**config.mk**
```make
export PLATFORM = sky130hd
export DESIGN_NAME = assembly_source_tokenizer_core
export DESIGN_NICKNAME = d
export VERILOG_FILES = /design/src/design/astok_pkg.sv /design/src/design/assembly_source_tokenizer_core.sv /design/src/design/astok_scan.sv /design/src/design/astok_resq.sv
export SDC_FILE = /design/constraint.sdc
export NUM_CORES = 1
export LEC_CHECK = 0
export ABC_AREA = 1
export BUFFER_PORTS_ARGS = -buffer_cell sky130_fd_sc_hd__buf_2
export CAP_MARGIN = 0
export CORE_AREA = 2 2 214 174
export CTS_CLUSTER_DIAMETER = 30
export CTS_CLUSTER_SIZE = 25
export DETAILED_ROUTE_END_ITERATION = 10
export DIE_AREA = 0 0 216 176
export PLACE_DENSITY_LB_ADDON = 0.2
export SKIP_CTS_REPAIR_TIMING = 1
export SLEW_MARGIN = 20
export SYNTH_ARGS = -nofsm -noshare
export SYNTH_HDL_FRONTEND = slang
export SYNTH_SLANG_ARGS = --single-unit
```
**constraint.sdc**
```tcl
create_clock -name clk -period 4 [get_ports clk]
set_input_delay 0 -clock clk [delete_from_list [all_inputs] [get_ports clk]]
set_output_delay 0 -clock clk [all_outputs]
set_load 0.03 [all_outputs]
```
**src/design/astok_pkg.sv**
```systemverilog
// shared types, token kinds and character codes for the assembly source tokenizer
package astok_pkg;

	typedef enum logic [3:0] {
		MODE_IDLE    = 4'b0001,
		MODE_COMMENT = 4'b0010,
		MODE_WORD    = 4'b0100,
		MODE_NUMBER  = 4'b1000
	} scan_mode_t;

	localparam logic [3:0] KIND_EOF    = 4'd0;
	localparam logic [3:0] KIND_IDENT  = 4'd1;
	localparam logic [3:0] KIND_INT    = 4'd2;
	localparam logic [3:0] KIND_UNDEF  = 4'd3;
	localparam logic [3:0] KIND_NOP    = 4'd4;
	localparam logic [3:0] KIND_ADD    = 4'd5;
	localparam logic [3:0] KIND_SUB    = 4'd6;
	localparam logic [3:0] KIND_CMP    = 4'd7;
	localparam logic [3:0] KIND_JA     = 4'd8;
	localparam logic [3:0] KIND_JB     = 4'd9;
	localparam logic [3:0] KIND_JE     = 4'd10;
	localparam logic [3:0] KIND_JMP    = 4'd11;
	localparam logic [3:0] KIND_MOV    = 4'd12;
	localparam logic [3:0] KIND_COMMA  = 4'd13;
	localparam logic [3:0] KIND_DOLLAR = 4'd14;

	localparam logic [7:0] CH_LF        = 8'h0A;
	localparam logic [7:0] CH_CR        = 8'h0D;
	localparam logic [7:0] CH_TAB       = 8'h09;
	localparam logic [7:0] CH_SPACE     = 8'h20;
	localparam logic [7:0] CH_SEMICOLON = 8'h3B;
	localparam logic [7:0] CH_COMMA     = 8'h2C;
	localparam logic [7:0] CH_DOLLAR    = 8'h24;
	localparam logic [7:0] CH_CASE_BIT  = 8'h20;

	localparam int TOKEN_LEN_BITS = 8;
	localparam logic [TOKEN_LEN_BITS-1:0] TOKEN_LEN_MAX = 8'hFF;

	function automatic logic is_letter(input logic [7:0] c);
		return (c >= 8'h61 && c <= 8'h7A) || (c >= 8'h41 && c <= 8'h5A);
	endfunction

	function automatic logic is_digit(input logic [7:0] c);
		return c >= 8'h30 && c <= 8'h39;
	endfunction

	function automatic logic is_space(input logic [7:0] c);
		return c == CH_SPACE || (c >= CH_TAB && c <= CH_CR);
	endfunction

	// only the first three lowercased bytes and the length are kept
	function automatic logic [3:0] mnemonic_kind(input logic [23:0] prefix,
			input logic [7:0] len);
		logic [3:0] k;
		k = KIND_IDENT;
		if (len == 8'd3) begin
			case (prefix)
				24'h6E6F70: k = KIND_NOP;
				24'h616464: k = KIND_ADD;
				24'h737562: k = KIND_SUB;
				24'h636D70: k = KIND_CMP;
				24'h6A6D70: k = KIND_JMP;
				24'h6D6F76: k = KIND_MOV;
				default:    k = KIND_IDENT;
			endcase
		end else if (len == 8'd2) begin
			case (prefix)
				24'h006A61: k = KIND_JA;
				24'h006A62: k = KIND_JB;
				24'h006A65: k = KIND_JE;
				default:    k = KIND_IDENT;
			endcase
		end
		return k;
	endfunction

endpackage

```
**src/design/assembly_source_tokenizer_core.sv**
```systemverilog
// Assembly source tokenizer: takes one source byte (or an end-of-input mark) per
// transfer and emits tokens with kind, start line, start column and length. A byte
// is registered on arrival and scanned from that register, so a byte can be
// taken every cycle; its zero, one or two tokens go into a four-entry result
// queue drained at one token per cycle while token_ready is high. The input
// stalls only while that queue has fewer than two free slots, so throughput is
// one byte per cycle as long as tokens are taken at least as fast as they are made.
module assembly_source_tokenizer_core import astok_pkg::*; #(
	parameter int LINE_BITS   = 16,
	parameter int COLUMN_BITS = 12
) (
	input  logic                      clk,
	input  logic                      arst_n,
	input  logic                      char_valid,
	output logic                      char_ready,
	input  logic [7:0]                char_code,
	input  logic                      end_of_input,
	output logic                      token_valid,
	input  logic                      token_ready,
	output logic [3:0]                token_kind,
	output logic [LINE_BITS-1:0]      token_line,
	output logic [COLUMN_BITS-1:0]    token_column,
	output logic [TOKEN_LEN_BITS-1:0] token_length,
	output logic                      last_result
);

	localparam int ENTRY_BITS = 4 + LINE_BITS + COLUMN_BITS + TOKEN_LEN_BITS + 1;

	logic       valid_s1;
	logic [7:0] char_s1;
	logic       eof_s1;
	logic       advance, room;

	logic [1:0]                res_count, push_count;
	logic [3:0]                r0_kind, r1_kind;
	logic [LINE_BITS-1:0]      r0_line, r1_line;
	logic [COLUMN_BITS-1:0]    r0_column, r1_column;
	logic [TOKEN_LEN_BITS-1:0] r0_length, r1_length;
	logic                      r0_last;
	logic [ENTRY_BITS-1:0]     din0, din1, dout;

	assign advance    = valid_s1 && room;
	assign char_ready = !valid_s1 || advance;

	always_ff @(posedge clk or negedge arst_n) begin
		if (!arst_n)
			valid_s1 <= 1'b0;
		else if (char_ready)
			valid_s1 <= char_valid;
	end

	always_ff @(posedge clk) begin
		if (char_ready && char_valid) begin
			char_s1 <= char_code;
			eof_s1  <= end_of_input;
		end
	end

	astok_scan #(
		.LINE_BITS   (LINE_BITS),
		.COLUMN_BITS (COLUMN_BITS)
	) u_scan (
		.clk          (clk),
		.arst_n       (arst_n),
		.step         (advance),
		.char_code    (char_s1),
		.end_of_input (eof_s1),
		.res_count    (res_count),
		.r0_kind      (r0_kind),
		.r0_line      (r0_line),
		.r0_column    (r0_column),
		.r0_length    (r0_length),
		.r0_last      (r0_last),
		.r1_kind      (r1_kind),
		.r1_line      (r1_line),
		.r1_column    (r1_column),
		.r1_length    (r1_length)
	);

	assign push_count = advance ? res_count : 2'd0;
	assign din0 = {r0_kind, r0_line, r0_column, r0_length, r0_last};
	assign din1 = {r1_kind, r1_line, r1_column, r1_length, 1'b1};

	astok_resq #(
		.WIDTH (ENTRY_BITS)
	) u_resq (
		.clk        (clk),
		.arst_n     (arst_n),
		.push_count (push_count),
		.din0       (din0),
		.din1       (din1),
		.room       (room),
		.dout_valid (token_valid),
		.dout_ready (token_ready),
		.dout       (dout)
	);

	assign {token_kind, token_line, token_column, token_length, last_result} = dout;

endmodule

```
**src/design/astok_scan.sv**
```systemverilog
// scanner state, location counters and token formation for one byte per step
module astok_scan import astok_pkg::*; #(
	parameter int LINE_BITS   = 16,
	parameter int COLUMN_BITS = 12
) (
	input  logic                      clk,
	input  logic                      arst_n,
	input  logic                      step,
	input  logic [7:0]                char_code,
	input  logic                      end_of_input,
	output logic [1:0]                res_count,
	output logic [3:0]                r0_kind,
	output logic [LINE_BITS-1:0]      r0_line,
	output logic [COLUMN_BITS-1:0]    r0_column,
	output logic [TOKEN_LEN_BITS-1:0] r0_length,
	output logic                      r0_last,
	output logic [3:0]                r1_kind,
	output logic [LINE_BITS-1:0]      r1_line,
	output logic [COLUMN_BITS-1:0]    r1_column,
	output logic [TOKEN_LEN_BITS-1:0] r1_length
);

	localparam logic [COLUMN_BITS-1:0] COL_MAX = {COLUMN_BITS{1'b1}};

	scan_mode_t                mode_q, mode_d;
	logic [23:0]               prefix_q, prefix_d;
	logic [TOKEN_LEN_BITS-1:0] len_q, len_d;
	logic [LINE_BITS-1:0]      line_q, line_d;
	logic [COLUMN_BITS-1:0]    col_q, col_d;
	logic [LINE_BITS-1:0]      sline_q, sline_d;
	logic [COLUMN_BITS-1:0]    scol_q, scol_d;

	logic       eol, brk, alnum, digit, letter;
	logic       in_run, extend, close_v, tail_v;
	logic [7:0] byte_lc;
	logic [3:0] close_kind, tail_kind;
	logic [LINE_BITS-1:0]      tail_line;
	logic [COLUMN_BITS-1:0]    tail_col;
	logic [TOKEN_LEN_BITS-1:0] tail_len;

	always_comb begin
		eol    = char_code == CH_LF || char_code == CH_CR;
		brk    = end_of_input || eol;
		letter = is_letter(char_code);
		digit  = is_digit(char_code);
		alnum  = letter || digit;
		byte_lc = letter ? (char_code | CH_CASE_BIT) : char_code;

		line_d = brk ? line_q + LINE_BITS'(1) : line_q;
		if (brk)
			col_d = '0;
		else if (col_q < COL_MAX)
			col_d = col_q + COLUMN_BITS'(1);
		else
			col_d = col_q;

		in_run = mode_q == MODE_WORD || mode_q == MODE_NUMBER;
		extend = !end_of_input &&
			((mode_q == MODE_WORD && alnum) || (mode_q == MODE_NUMBER && digit));
		close_v    = in_run && !extend;
		close_kind = (mode_q == MODE_WORD) ? mnemonic_kind(prefix_q, len_q) : KIND_INT;

		mode_d   = mode_q;
		prefix_d = prefix_q;
		len_d    = len_q;
		sline_d  = sline_q;
		scol_d   = scol_q;
		tail_v    = 1'b0;
		tail_kind = KIND_UNDEF;
		tail_line = line_d;
		tail_col  = col_d;
		tail_len  = TOKEN_LEN_BITS'(1);

		if (end_of_input) begin
			mode_d    = MODE_IDLE;
			prefix_d  = '0;
			len_d     = '0;
			tail_v    = 1'b1;
			tail_kind = KIND_EOF;
			tail_col  = '0;
			tail_len  = '0;
		end else if (mode_q == MODE_COMMENT) begin
			if (eol)
				mode_d = MODE_IDLE;
		end else if (extend) begin
			if (len_q < TOKEN_LEN_BITS'(3))
				prefix_d = {prefix_q[15:0], byte_lc};
			if (len_q != TOKEN_LEN_MAX)
				len_d = len_q + TOKEN_LEN_BITS'(1);
		end else begin
			// idle, or the run just closed and this byte starts what follows
			if (is_space(char_code)) begin
				mode_d = MODE_IDLE;
			end else if (char_code == CH_SEMICOLON) begin
				mode_d = MODE_COMMENT;
			end else if (alnum) begin
				mode_d   = letter ? MODE_WORD : MODE_NUMBER;
				prefix_d = {16'h0000, byte_lc};
				len_d    = TOKEN_LEN_BITS'(1);
				sline_d  = line_d;
				scol_d   = col_d;
			end else begin
				mode_d = MODE_IDLE;
				tail_v = 1'b1;
				if (char_code == CH_DOLLAR)
					tail_kind = KIND_DOLLAR;
				else if (char_code == CH_COMMA)
					tail_kind = KIND_COMMA;
				else
					tail_kind = KIND_UNDEF;
			end
		end
	end

	always_comb begin
		res_count = {1'b0, close_v} + {1'b0, tail_v};
		if (close_v) begin
			r0_kind   = close_kind;
			r0_line   = sline_q;
			r0_column = scol_q;
			r0_length = len_q;
		end else begin
			r0_kind   = tail_kind;
			r0_line   = tail_line;
			r0_column = tail_col;
			r0_length = tail_len;
		end
		r0_last   = !(close_v && tail_v);
		r1_kind   = tail_kind;
		r1_line   = tail_line;
		r1_column = tail_col;
		r1_length = tail_len;
	end

	always_ff @(posedge clk or negedge arst_n) begin
		if (!arst_n) begin
			mode_q   <= MODE_IDLE;
			prefix_q <= '0;
			len_q    <= '0;
			line_q   <= '0;
			col_q    <= '0;
			sline_q  <= '0;
			scol_q   <= '0;
		end else if (step) begin
			mode_q   <= mode_d;
			prefix_q <= prefix_d;
			len_q    <= len_d;
			line_q   <= line_d;
			col_q    <= col_d;
			sline_q  <= sline_d;
			scol_q   <= scol_d;
		end
	end

endmodule

```
**src/design/astok_resq.sv**
```systemverilog
// four-entry result queue taking up to two entries per cycle and giving one
module astok_resq #(
	parameter int WIDTH = 41
) (
	input  logic             clk,
	input  logic             arst_n,
	input  logic [1:0]       push_count,
	input  logic [WIDTH-1:0] din0,
	input  logic [WIDTH-1:0] din1,
	output logic             room,
	output logic             dout_valid,
	input  logic             dout_ready,
	output logic [WIDTH-1:0] dout
);

	localparam int DEPTH = 4;

	logic [WIDTH-1:0] mem_q [DEPTH];
	logic [1:0]       wr_q, rd_q;
	logic [2:0]       cnt_q;
	logic             pop;

	assign pop        = dout_valid && dout_ready;
	assign dout_valid = cnt_q != 3'd0;
	assign dout       = mem_q[rd_q];
	// room means at least two free slots, so a double result never has to wait mid-item
	assign room       = cnt_q <= 3'd2;

	always_ff @(posedge clk) begin
		if (push_count != 2'd0)
			mem_q[wr_q] <= din0;
		if (push_count == 2'd2)
			mem_q[wr_q + 2'd1] <= din1;
	end

	always_ff @(posedge clk or negedge arst_n) begin
		if (!arst_n) begin
			wr_q  <= '0;
			rd_q  <= '0;
			cnt_q <= '0;
		end else begin
			wr_q  <= wr_q + push_count;
			rd_q  <= rd_q + {1'b0, pop};
			cnt_q <= cnt_q + {1'b0, push_count} - {2'b00, pop};
		end
	end

endmodule

```
==> flow_metrics.tcl, run 1 <==
set metrics [dict create \
    num_vias 12340 \
    critPathLaunch "char_s1[2]$_DFFE_PP_" \
    tightestPinTransition_ns 1.080 \
    num_rows 62 \
    clkTransAtPathRegs_ns 0.05 \
    drt-total-wl_um 40610 \
    end_kind "register" \
    post_route_cells_drive_above_1_share_pct 14.73 \
    synth-edff-count 141 \
    clk_latency_ns 0.57 \
    numCtsBuffers 66 \
    power_leakage_uw 0.006923 \
    hold_slack_ns -0.005117 \
    violations "hold timing" \
    arrival_ns 3.95 \
    seq_area_frac_synth_pct 52.05 \
    yosys-top-cells-area "edfxtp_1 (30%), dfrtp_1 (17%), nand2_1 (9.1%), o21ai_0 (8.2%), nand3_1 (6.7%)" \
    ys.flop_type "edfxtp_1" \
    syn_inst 1683 \
    max-slew-margin-rel_pct 27.97 \
    first_global_vias 11840 \
    grt_max_degree 83 \
    wl_per_cell_um 17.65 \
    synth_top_area_cell "edfxtp_1" \
    fin_area_mm2 0.01725 \
    grt_overflow 0 \
    die_y_um 176 \
    synth_most_common_cell "nand2_1" \
    grt_util_all_layers_pct 21.94 \
    via_per_inst 5.361 \
    die_x_um 216 \
    start_util_pct 39.73 \
    crit_path_start_kind "register" \
    cts-root-buf "clkbuf_16" \
    reg2reg_slack_ns 0.45 \
    place_area_mm2 0.01492 \
    status "finished with violations" \
    tns_ns 0 \
    vdd_drop_max_uv 438.8 \
    dpl.hpwl_um 25380 \
    crit_required_ns 4.40 \
    drv_cap 0 \
    drt-initial-drc-count 1085 \
    setup_viol 0 \
    gp_congestion 0.8777 \
    clk_path_buf_depth 3 \
    clock_skew_ns 0.02859 \
    power_density_mw_per_mm2 793.7 \
    period_needed_ns 3.549 \
    max_freq_ghz 0.2817 \
    yosys_warnings 0 \
    synthArstFlopShare_pct 36.63 \
    slew_viol_final 0 \
    hold_viol 6 \
    cts_sinks 273 \
    cts_tree "built" \
    yosys_register_bits 273 \
    ios 56 \
    path_class "register to register" \
    reg2reg_from "char_s1[2]$_DFFE_PP_" \
    finalPower_uw 13690 \
    area_growth_pct 21.66 \
    layout.nets 1788 \
    min_path_type "input pin to async pin" \
    rsz0062_at_grt "no" \
    antenna_found_initial 0 \
    grt_pass1_wl_um 65580 \
    synth.cell_area_mm2 0.01418 \
    fin_crit_sh_pct 88.74 \
    drtPass1Iterations 5 \
    syn_avg_cell_area_um2 8.423 \
    synth_common_cells "nand2_1 (345), o21ai_0 (233), nand3_1 (191)" \
    fp.dieArea_mm2 0.03802 \
    r2r_end "u_resq.mem_q[2][21]$_DFFE_PP_" \
    synth.distinct_cells 48 \
    drc 0 \
    htreeDepth 3 \
    io_buffers 55 \
    netlist.area_leader.share_pct 29.87 \
    syn-num-nets 1705 \
    coreArea_mm2 0.03568 \
    crit_fanout 29 \
    crit_path_end "u_resq.mem_q[2][21]$_DFFE_PP_" \
    r2r_cells 18 \
    ant_nets 0 \
]
-- logic make-up (layout without fill, tap and decap cells) --
kind of cell / after synthesis / after routing / share of synthesized area [%]
buf+inv: 201 / 338 / 6.302
fa+ha+maj: 9 / 9 / 0.8473
compound gates: 392 / 392 / 14.78
flops: 273 / 273 / 52.05
other cells: 0 / 1 / 0
simple gates: 783 / 783 / 24.43
xor+xnor: 25 / 25 / 1.598
-- where the power goes --
| group | internal [uW] | switching, uW | leakage (uW) |
|---|---|---|---|
| sequential | 3570 | 330 | 0.00293 |
| combinational | 1160 | 3370 | 0.00293 |
| clock | 3560 | 1700 | 0.00106 |
| total | 8290 | 5400 | 0.00692 |
-- critical path: stages, from the launching register on --
cell	delay, ns
edfxtp_1	0.46
inv_2	0.15
nand2_1	0.08
nor2_2	0.12
nand2_1	0.09
nand3_1	0.13
nand3_1	0.09
inv_1	0.08
nand2_1	0.07
o21ai_0	0.18
ha_1	0.22
inv_1	0.09
nor2_4	0.19
nor2_4	0.09
inv_2	0.06
nand3_2	0.30
inv_2	0.72
nand3_1	0.15
o21ai_1	0.11
-- area by class of cell --
| cell class | count | area, um2 |
|---|---|---|
| flip-flops and latches | 273 | 7380 |
| fillers | 3408 | 18440 |
| well taps | 480 | 600.6 |
| inverters | 117 | 441.7 |
| clock inverters | 43 | 442.9 |
| multi-input cells | 1209 | 5932 |
| clock buffers | 79 | 1774 |
| repair buffers | 99 | 673.1 |
| diodes | 1 | 2.502 |
-- registers in the layout, indices dropped and copies added (netlist names), 2 cells and up --
signal           cells
u_scan.prefix_q     24
u_resq.rd_q          2
u_resq.cnt_q         3
u_resq.wr_q          2
u_scan.sline_q      16
char_s1              8
u_scan.line_q       16
u_scan.col_q        12
u_scan.len_q         8
u_scan.mode_q        4
u_resq.mem_q       164
u_scan.scol_q       12
-- routing by layer --
metal / share of wire, % / wire length (um) / vias up / track usage [%]
li1: - / - / 5997 / -
met2: 42 / 16940 / 429 / 32.18
met3: 7.3 / 2965 / 62 / 4.927
met4: 2.0 / 792 / 0 / 7.277
met5: 0 / 0 / - / 0
met1: 49 / 19920 / 5848 / 32.05
-- through the flow --
stage	worst slack, ns	cells	util (%)
global route	0.1023	2300	48.32
CTS	0.5053	2289	48.02
floorplan	0.5121	1683	-
global placement	0.6320	2167	41.80
finish	0.4505	2301	48.33
detailed placement	0.5090	2167	41.80
-- cells in the final DEF, fill, tap and decap left out, types with 6 or more instances in the layout --
master	n
nand2_1	340
o21ai_0	233
nand3_1	191
nor2_1	163
edfxtp_1	141
inv_1	99
dfrtp_1	98
o21ai_1	80
clkbuf_16	69
o22ai_1	56
buf_2	54
dfxtp_1	32
buf_4	31
xor2_1	19
inv_2	17
nand4_1	17
nor3_1	12
nand2_2	11
dlygate4sd3_1	11
clkbuf_1	9
clkinv_1	9
a21oi_1	8
or2_4	8
ha_1	8
clkinv_2	8
or2_1	7
clkinvlp_4	7
or2_2	6
o21ai_2	6
bufinv_16	6
clkinv_4	6
-- worst min path at each step --
stage	start	to	slack, ns	cells past startpoint
final	arst_n	u_scan.len_q[2]$_DFFE_PN0P_	-0.005	2
after global placement	arst_n	valid_s1$_DFFE_PN0N_	0.04	1
after global routing	token_ready	u_resq.rd_q[0]$_DFF_PN0_	0.03	3
after floorplan	arst_n	u_resq.cnt_q[0]$_DFF_PN0_	-0.30	0
after CTS	arst_n	u_scan.prefix_q[10]$_DFFE_PN0P_	-0.54	1
after detailed placement	arst_n	u_scan.prefix_q[15]$_DFFE_PN0P_	0.05	1
Power figures use the tool's default switching activity.
==> run 2, diff against run 1 <==
PLACE_DENSITY = 0.56   (was default)
PLACE_DENSITY_LB_ADDON = default   (was 0.2)
==> run 2 against run 1 <==
- the run now ends clean
- flip-flop and latch count stayed put
- register-to-register slack better by 0.13 ns
- worst hold slack better by 0.017 ns
- worst setup slack better by 0.13 ns
- clock power is 0.8% higher
- clock-buffer cell count is 14 higher
- fmax is 3.7% higher
- sequential share of layout area is 0.096 points lower
- critical path type unchanged
- highest routed layer unchanged
==> flow_metrics.tcl, run 2 (same netlist as run 1, synthesis figures left out) <==
set metrics [dict create \
    status "finished clean" \
    hold_path.startpoint "token_ready" \
    reg2reg_from "char_s1[2]$_DFFE_PP_" \
    io_buffers 55 \
    top_regs "u_resq.mem_q: 164 flops, u_scan.prefix_q: 24 flops" \
    post_route_cells_drive_above_1_share_pct 14.54 \
    hold_viol 0 \
    drv_cap 0 \
    p_seq_share_pct 28.3 \
    antenna_found_initial 0 \
    fin_crit_sh_pct 85.60 \
    hold_slack_ns 0.01167 \
    top_register "u_resq.mem_q" \
    grt_max_degree 101 \
    clock_skew_ns 0.03137 \
    drt-initial-drc-count 986 \
    numCtsBuffers 66 \
    holdPathStages 3 \
    coreArea_mm2 0.03568 \
    grt_pass1_wl_um 66560 \
    grt_overflow 0 \
    power_leakage_uw 0.006964 \
    reg2reg_slack_ns 0.58 \
    wl_per_cell_um 17.84 \
    arrival_ns 3.67 \
    rsz0062_at_grt "no" \
    seqCellArea_mm2 0.007380 \
    clk_path_buf_depth 3 \
    gp_congestion 0.8970 \
    holdPathEnd "u_resq.rd_q[0]$_DFF_PN0_" \
    drtPass1Iterations 5 \
    drt-total-wl_um 41070 \
    grt_util_all_layers_pct 22.15 \
    htreeDepth 3 \
    most-common-layout-cells "nand2_1 (340), o21ai_0 (233), nand3_1 (191), nor2_1 (163), edfxtp_1 (141)" \
    end_kind "register" \
    diodes 0 \
    first_global_vias 12040 \
    tightestPinTransition_ns 1.093 \
    p_clk_share_pct 38.5 \
    layout.nets 1790 \
    setup_viol 0 \
    r2r_cells 19 \
    path_class "register to register" \
    crit_path_start_kind "register" \
    clkTransAtPathRegs_ns 0.04 \
    num_rows 62 \
    crit_fanout 15 \
    switching_share_pct 38.76 \
    area_growth_pct 21.93 \
    layout_commonest_cell "nand2_1" \
    start_util_pct 39.73 \
    slew_viol_final 0 \
    fill_cells 3427 \
    vdd_drop_max_uv 505.6 \
    largest_reg_flops 164 \
    power_density_mw_per_mm2 797.4 \
    period_needed_ns 3.424 \
    fp.dieArea_mm2 0.03802 \
    drc 0 \
    ant_nets 0 \
    comb_power_share_pct 33.2 \
    min_path_type "input pin to register" \
    num_vias 12410 \
    p_int_uw 8441 \
    via_per_inst 5.392 \
    multi_input_area_mm2 0.005932 \
    max_freq_ghz 0.2921 \
    clk_latency_ns 0.56 \
    crit_required_ns 4.25 \
    die_x_um 216 \
    cts_tree "built" \
    die_y_um 176 \
    max-slew-margin-rel_pct 26.48 \
    r2r_end "u_resq.mem_q[0][37]$_DFFE_PP_" \
    dpl.hpwl_um 25640 \
    cts_sinks 273 \
    tns_ns 0 \
    cts-root-buf "clkbuf_16" \
    ios 56 \
    switchingPower_uw 5343 \
]
## run 2: changes by cell type in the layout (fill, tap and decap cells not counted), sizes merged
cell and change:
inv -1, clkinvlp -6, clkinv -8, diode -1, clkbuf +14, buf +2
bufinv +1
## run 2: layout make-up
class / count / share of cell area [%]
inverter: 117 / 2.562
timing repair buffer: 101 / 4.126
sequential: 273 / 42.69
clock inverter: 29 / 2.041
tap: 480 / 3.474
clock buffer: 93 / 10.79
multi-input combinational: 1209 / 34.32
## run 2: through the flow
| stage | util, % | setup slack (ns) | total power (uW) | cell area, um2 | instances |
|---|---|---|---|---|---|
| finish | 48.44 | 0.5761 | 13780 | 17290 | 2302 |
| global route | 48.44 | 0.1862 | 14540 | 17290 | 2302 |
| CTS | 48.13 | 0.5662 | 13840 | 17170 | 2291 |
| detailed placement | 41.91 | 0.5795 | 8486 | 14960 | 2169 |
| global placement | 41.91 | 0.6696 | 8459 | 14960 | 2169 |
| floorplan | - | 0.5121 | 7007 | 14180 | 1683 |
## run 2: worst max-delay path, stage by stage (launching register included)
cell,delay (ns)
edfxtp_1,0.44
inv_2,0.15
nand2_1,0.08
nor2_2,0.13
nand2_1,0.09
nand3_1,0.14
nand3_1,0.09
inv_1,0.08
nand2_1,0.07
o21ai_0,0.16
ha_1,0.22
inv_1,0.08
nor2_4,0.16
inv_2,0.09
nor2_4,0.13
inv_2,0.06
nor2_4,0.21
inv_2,0.07
nand2_2,0.43
buf_4,0.28
## run 2: worst max path at each step
stage                         startpoint                         endpoint  slack, ns  cells past startpoint
floorplan           char_s1[7]$_DFFE_PP_  u_resq.mem_q[1][4]$_SDFFE_PP0N_       0.51                     19
global placement    char_s1[2]$_DFFE_PP_    u_resq.mem_q[2][19]$_DFFE_PP_       0.67                     18
detailed placement  char_s1[2]$_DFFE_PP_    u_resq.mem_q[2][27]$_DFFE_PP_       0.58                     18
CTS                 char_s1[2]$_DFFE_PP_    u_resq.mem_q[2][26]$_DFFE_PP_       0.57                     18
global route        char_s1[2]$_DFFE_PP_    u_resq.mem_q[2][28]$_DFFE_PP_       0.19                     18
finish              char_s1[2]$_DFFE_PP_    u_resq.mem_q[0][37]$_DFFE_PP_       0.58                     19
## run 2: layer usage
metal	wire length [um]	share of wire (%)	up-vias	track usage (%)
met2	16990	41	474	32.18
met3	3128	7.6	77	4.823
met1	20130	49	5882	32.97
met5	0	0	-	0
li1	-	-	5980	-
met4	830	2.0	0	6.678
## run 2: power groups by stage
stage | logic [uW] | clock network, uW | registers (uW)
final | 4580 | 5300 | 3900
after global routing | 5030 | 5550 | 3960
after CTS | 4570 | 5370 | 3900
after detailed placement | 4550 | 0 | 3930
after global placement | 4530 | 0 | 3920
after floorplan | 3150 | 0 | 3860
==> run 3, diff against run 2 <==
CORE_AREA = 2 2 222 181   (was 2 2 214 174)
DIE_AREA = 0 0 224 183   (was 0 0 216 176)
REMOVE_ABC_BUFFERS = 1   (was default)
SYNTH_HIERARCHICAL = 1   (was default)
==> run 3 against run 2 <==
- total power shrank 2.8%
- largest power group unchanged
- flip-flop and latch count is the same
- cell area grew 5.0%
- worst hold slack gained 0.13 ns
- core utilization shrank 1.6 points
- synthesized area grew 8.2%
- final cell count grew 9.0%
- critical endpoint is now u_resq/mem_q[2][27]$_DFFE_PP_
- clock power shrank 3%
- register-to-register slack gained 0.03 ns
==> flow_metrics.tcl, run 3 <==
set metrics [dict create \
    status "finished clean" \
    met2_usage_pct 32.43 \
    crit_slowest_cell "buf_4" \
    busiest_layer "met2" \
    ys.flop_type "edfxtp_1" \
    htreeDepth 2 \
    synth.distinct_cells 38 \
    end_kind "register" \
    path_class "register to register" \
    netlist.area_leader.share_pct 33.86 \
    synth_common_cells "nand2_1 (552), nor2_1 (237), o21ai_0 (179)" \
    layout.nets 1977 \
    grt_overflow 0 \
    crit_chain "nand2_1 -> nand2_1 -> nand2_1 -> nand3_2 -> o21ai_4 -> nand2_4 -> nand2_4 -> inv_4 -> ha_1 -> inv_1 -> nor2_1 -> nor2_2 -> nand2_4 -> buf_4 -> o21ai_0" \
    place_area_mm2 0.01587 \
    wl_per_cell_um 16.44 \
    synth.cell_area_mm2 0.01534 \
    clkTransAtPathRegs_ns 0.05 \
    grt_max_degree 83 \
    drt-initial-drc-count 917 \
    first_global_vias 12330 \
    clk_path_buf_depth 3 \
    fp.dieArea_mm2 0.04099 \
    slowest_delay_ns 0.51 \
    arrival_ns 3.69 \
    grt_pass1_wl_um 67310 \
    synth_top_area_cell "edfxtp_1" \
    p_clk_share_pct 38.2 \
    via_per_inst 5.097 \
    yosys_warnings 6 \
    clock_skew_ns 0.02944 \
    drtPass1Iterations 5 \
    fin_area_mm2 0.01815 \
    crit_buf_inv 3 \
    tightestPinTransition_ns 0.8286 \
    ios 56 \
    grt_util_all_layers_pct 20.66 \
    gr-usage-met3_pct 3.813 \
    seq_area_frac_synth_pct 50.18 \
    p_seq_share_pct 29.5 \
    ant_nets 0 \
    layout_commonest_cell "nand2_1" \
    rsz0062_at_grt "no" \
    crit_path_start_kind "register" \
    max-slew-margin-rel_pct 44.76 \
    cts_tree "built" \
    dpl_worst_slack_ns 0.6124 \
    cp_top_family "simple AND/OR/NAND/NOR gates" \
    power_leakage_uw 0.007459 \
    cts-root-buf "clkbuf_16" \
    fin_crit_sh_pct 84.80 \
    cts_sinks 273 \
    final.setup.worst_slack_ns 0.6079 \
    drv_cap 0 \
    post_route_cells_drive_above_1_share_pct 14.70 \
    die_x_um 224 \
    fill_cells 3734 \
    max_freq_ghz 0.2948 \
    clk_latency_ns 0.60 \
    slew_viol_final 0 \
    io_buffers 55 \
    crit_required_ns 4.30 \
    die_y_um 183 \
    synth_most_common_cell "nand2_1" \
    use_met1_pct 29.67 \
    synthArstFlopShare_pct 36.63 \
    min_path_type "input pin to register" \
    p_int_uw 8304 \
    vdd_drop_max_uv 434.1 \
    antenna_found_initial 2 \
    gp_congestion 0.8267 \
    yosys-top-cells-area "edfxtp_1 (34%), dfrtp_1 (16%), nand2_1 (14%), o21ai_0 (5.8%), nor2_1 (5.8%)" \
    syn_inst 1891 \
    switching_share_pct 38.03 \
    largest_reg_flops 164 \
    power_density_mw_per_mm2 738.2 \
    most-common-layout-cells "nand2_1 (545), nor2_1 (237), o21ai_0 (179), edfxtp_1 (173), inv_1 (149)" \
    dpl.hpwl_um 25290 \
    start_util_pct 39.55 \
    syn_avg_cell_area_um2 8.114 \
    drc 0 \
    yosys_register_bits 273 \
    comb_power_share_pct 32.3 \
    area_growth_pct 18.31 \
    numCtsBuffers 61 \
    top_regs "u_resq/mem_q: 164 flops, u_scan/prefix_q: 24 flops" \
    switchingPower_uw 5096 \
    crit_fanout 48 \
    setup_viol 0 \
    hold_viol 0 \
    num_vias 12790 \
    drt-total-wl_um 41270 \
    num_rows 65 \
    synth-edff-count 173 \
    coreArea_mm2 0.03879 \
    top_register "u_resq/mem_q" \
    period_needed_ns 3.392 \
]
run 3: changes by cell type after synthesis, sizes merged, moves of 20 or more:
| cell | change |
|---|---|
| edfxtp | +32 |
| clkbuf | -24 |
| dfxtp | -32 |
| buf | +48 |
| nor2 | +69 |
| nand3 | -78 |
| o21ai | +26 |
| inv | +39 |
| o22ai | -56 |
| nand2 | +209 |
| or2 | -20 |
run 3: metrics by stage:
stage | util, % | total power [uW] | hold WS, ns | cells | setup TNS [ns]
final | 46.79 | 13400 | 0.1431 | 2510 | 0
after global routing | 46.79 | 14180 | 0.1425 | 2510 | 0
after CTS | 46.40 | 13530 | -0.5876 | 2495 | 0
after detailed placement | 40.90 | 8342 | 0.03241 | 2379 | 0
after global placement | 40.90 | 8297 | 0.02372 | 2379 | 0
after floorplan | - | 6774 | -0.2956 | 1789 | -397.80
run 3: area by class of cell:
type                            count  area, um2  share of cell area, %
Antenna cell                        1      2.502                0.01379
Clock inverter                     34      411.6                  2.268
Multi-Input combinational cell   1360       6376                  35.13
Inverter                          156      588.1                  3.240
Sequential cell                   273       7700                  42.42
Timing Repair Buffer              102      725.7                  3.998
Clock buffer                       82       1720                  9.478
Tap cell                          502      628.1                  3.460
run 3: cells by family after synthesis:
kind of cell	after synthesis	synth area share [%]
adders and majority gates	10	0.8644
and+or+nand+nor	965	25.70
xor gates and xnor gates	18	1.076
DFF	273	50.18
other	2	0.04895
buffers and inverters	264	8.595
AOI/OAI and AO/OA	359	13.54
run 3: worst register-to-register path: cells and delay by family (launching register included):
family                     cells  cell delay [ns]
buffers and inverters          3             0.65
DFF                            1             0.48
AOI/OAI and AO/OA              2             0.54
adders and majority gates      1             0.30
and+or+nand+nor                9             1.15
run 3: power by group through the flow:
stage	combinational, uW	clock, uW	sequential [uW]
after floorplan	2750	0	4030
after global routing	4820	5360	4010
final	4320	5120	3950
after CTS	4370	5210	3950
after global placement	4310	0	3980
after detailed placement	4350	0	3990
run 3: final timing paths:
kind | startpoint | end | slack (ns) | cells past startpoint
setup / recovery | char_s1[3]$_DFFE_PP_ | u_resq/mem_q[2][27]$_DFFE_PP_ | 0.61 | 15
hold / removal | char_code[5] | char_s1[5]$_DFFE_PP_ | 0.14 | 2
setup reg to reg | char_s1[3]$_DFFE_PP_ | u_resq/mem_q[2][27]$_DFFE_PP_ | 0.61 | 15
hold reg to reg | u_scan/scol_q[5]$_DFFE_PN0P_ | u_scan/scol_q[5]$_DFFE_PN0P_ | 0.47 | 2
max in group asynchronous | arst_n | u_resq/wr_q[0]$_DFF_PN0_ | 2.92 | 4
min in group asynchronous | arst_n | u_scan/col_q[9]$_DFFE_PN0P_ | 0.35 | 3
run 3: metal layers:
metal	vias up	share of wire, %
met2	317	44
li1	6369	-
met1	6062	49
met4	0	1.3
met3	46	5.8
met5	-	0
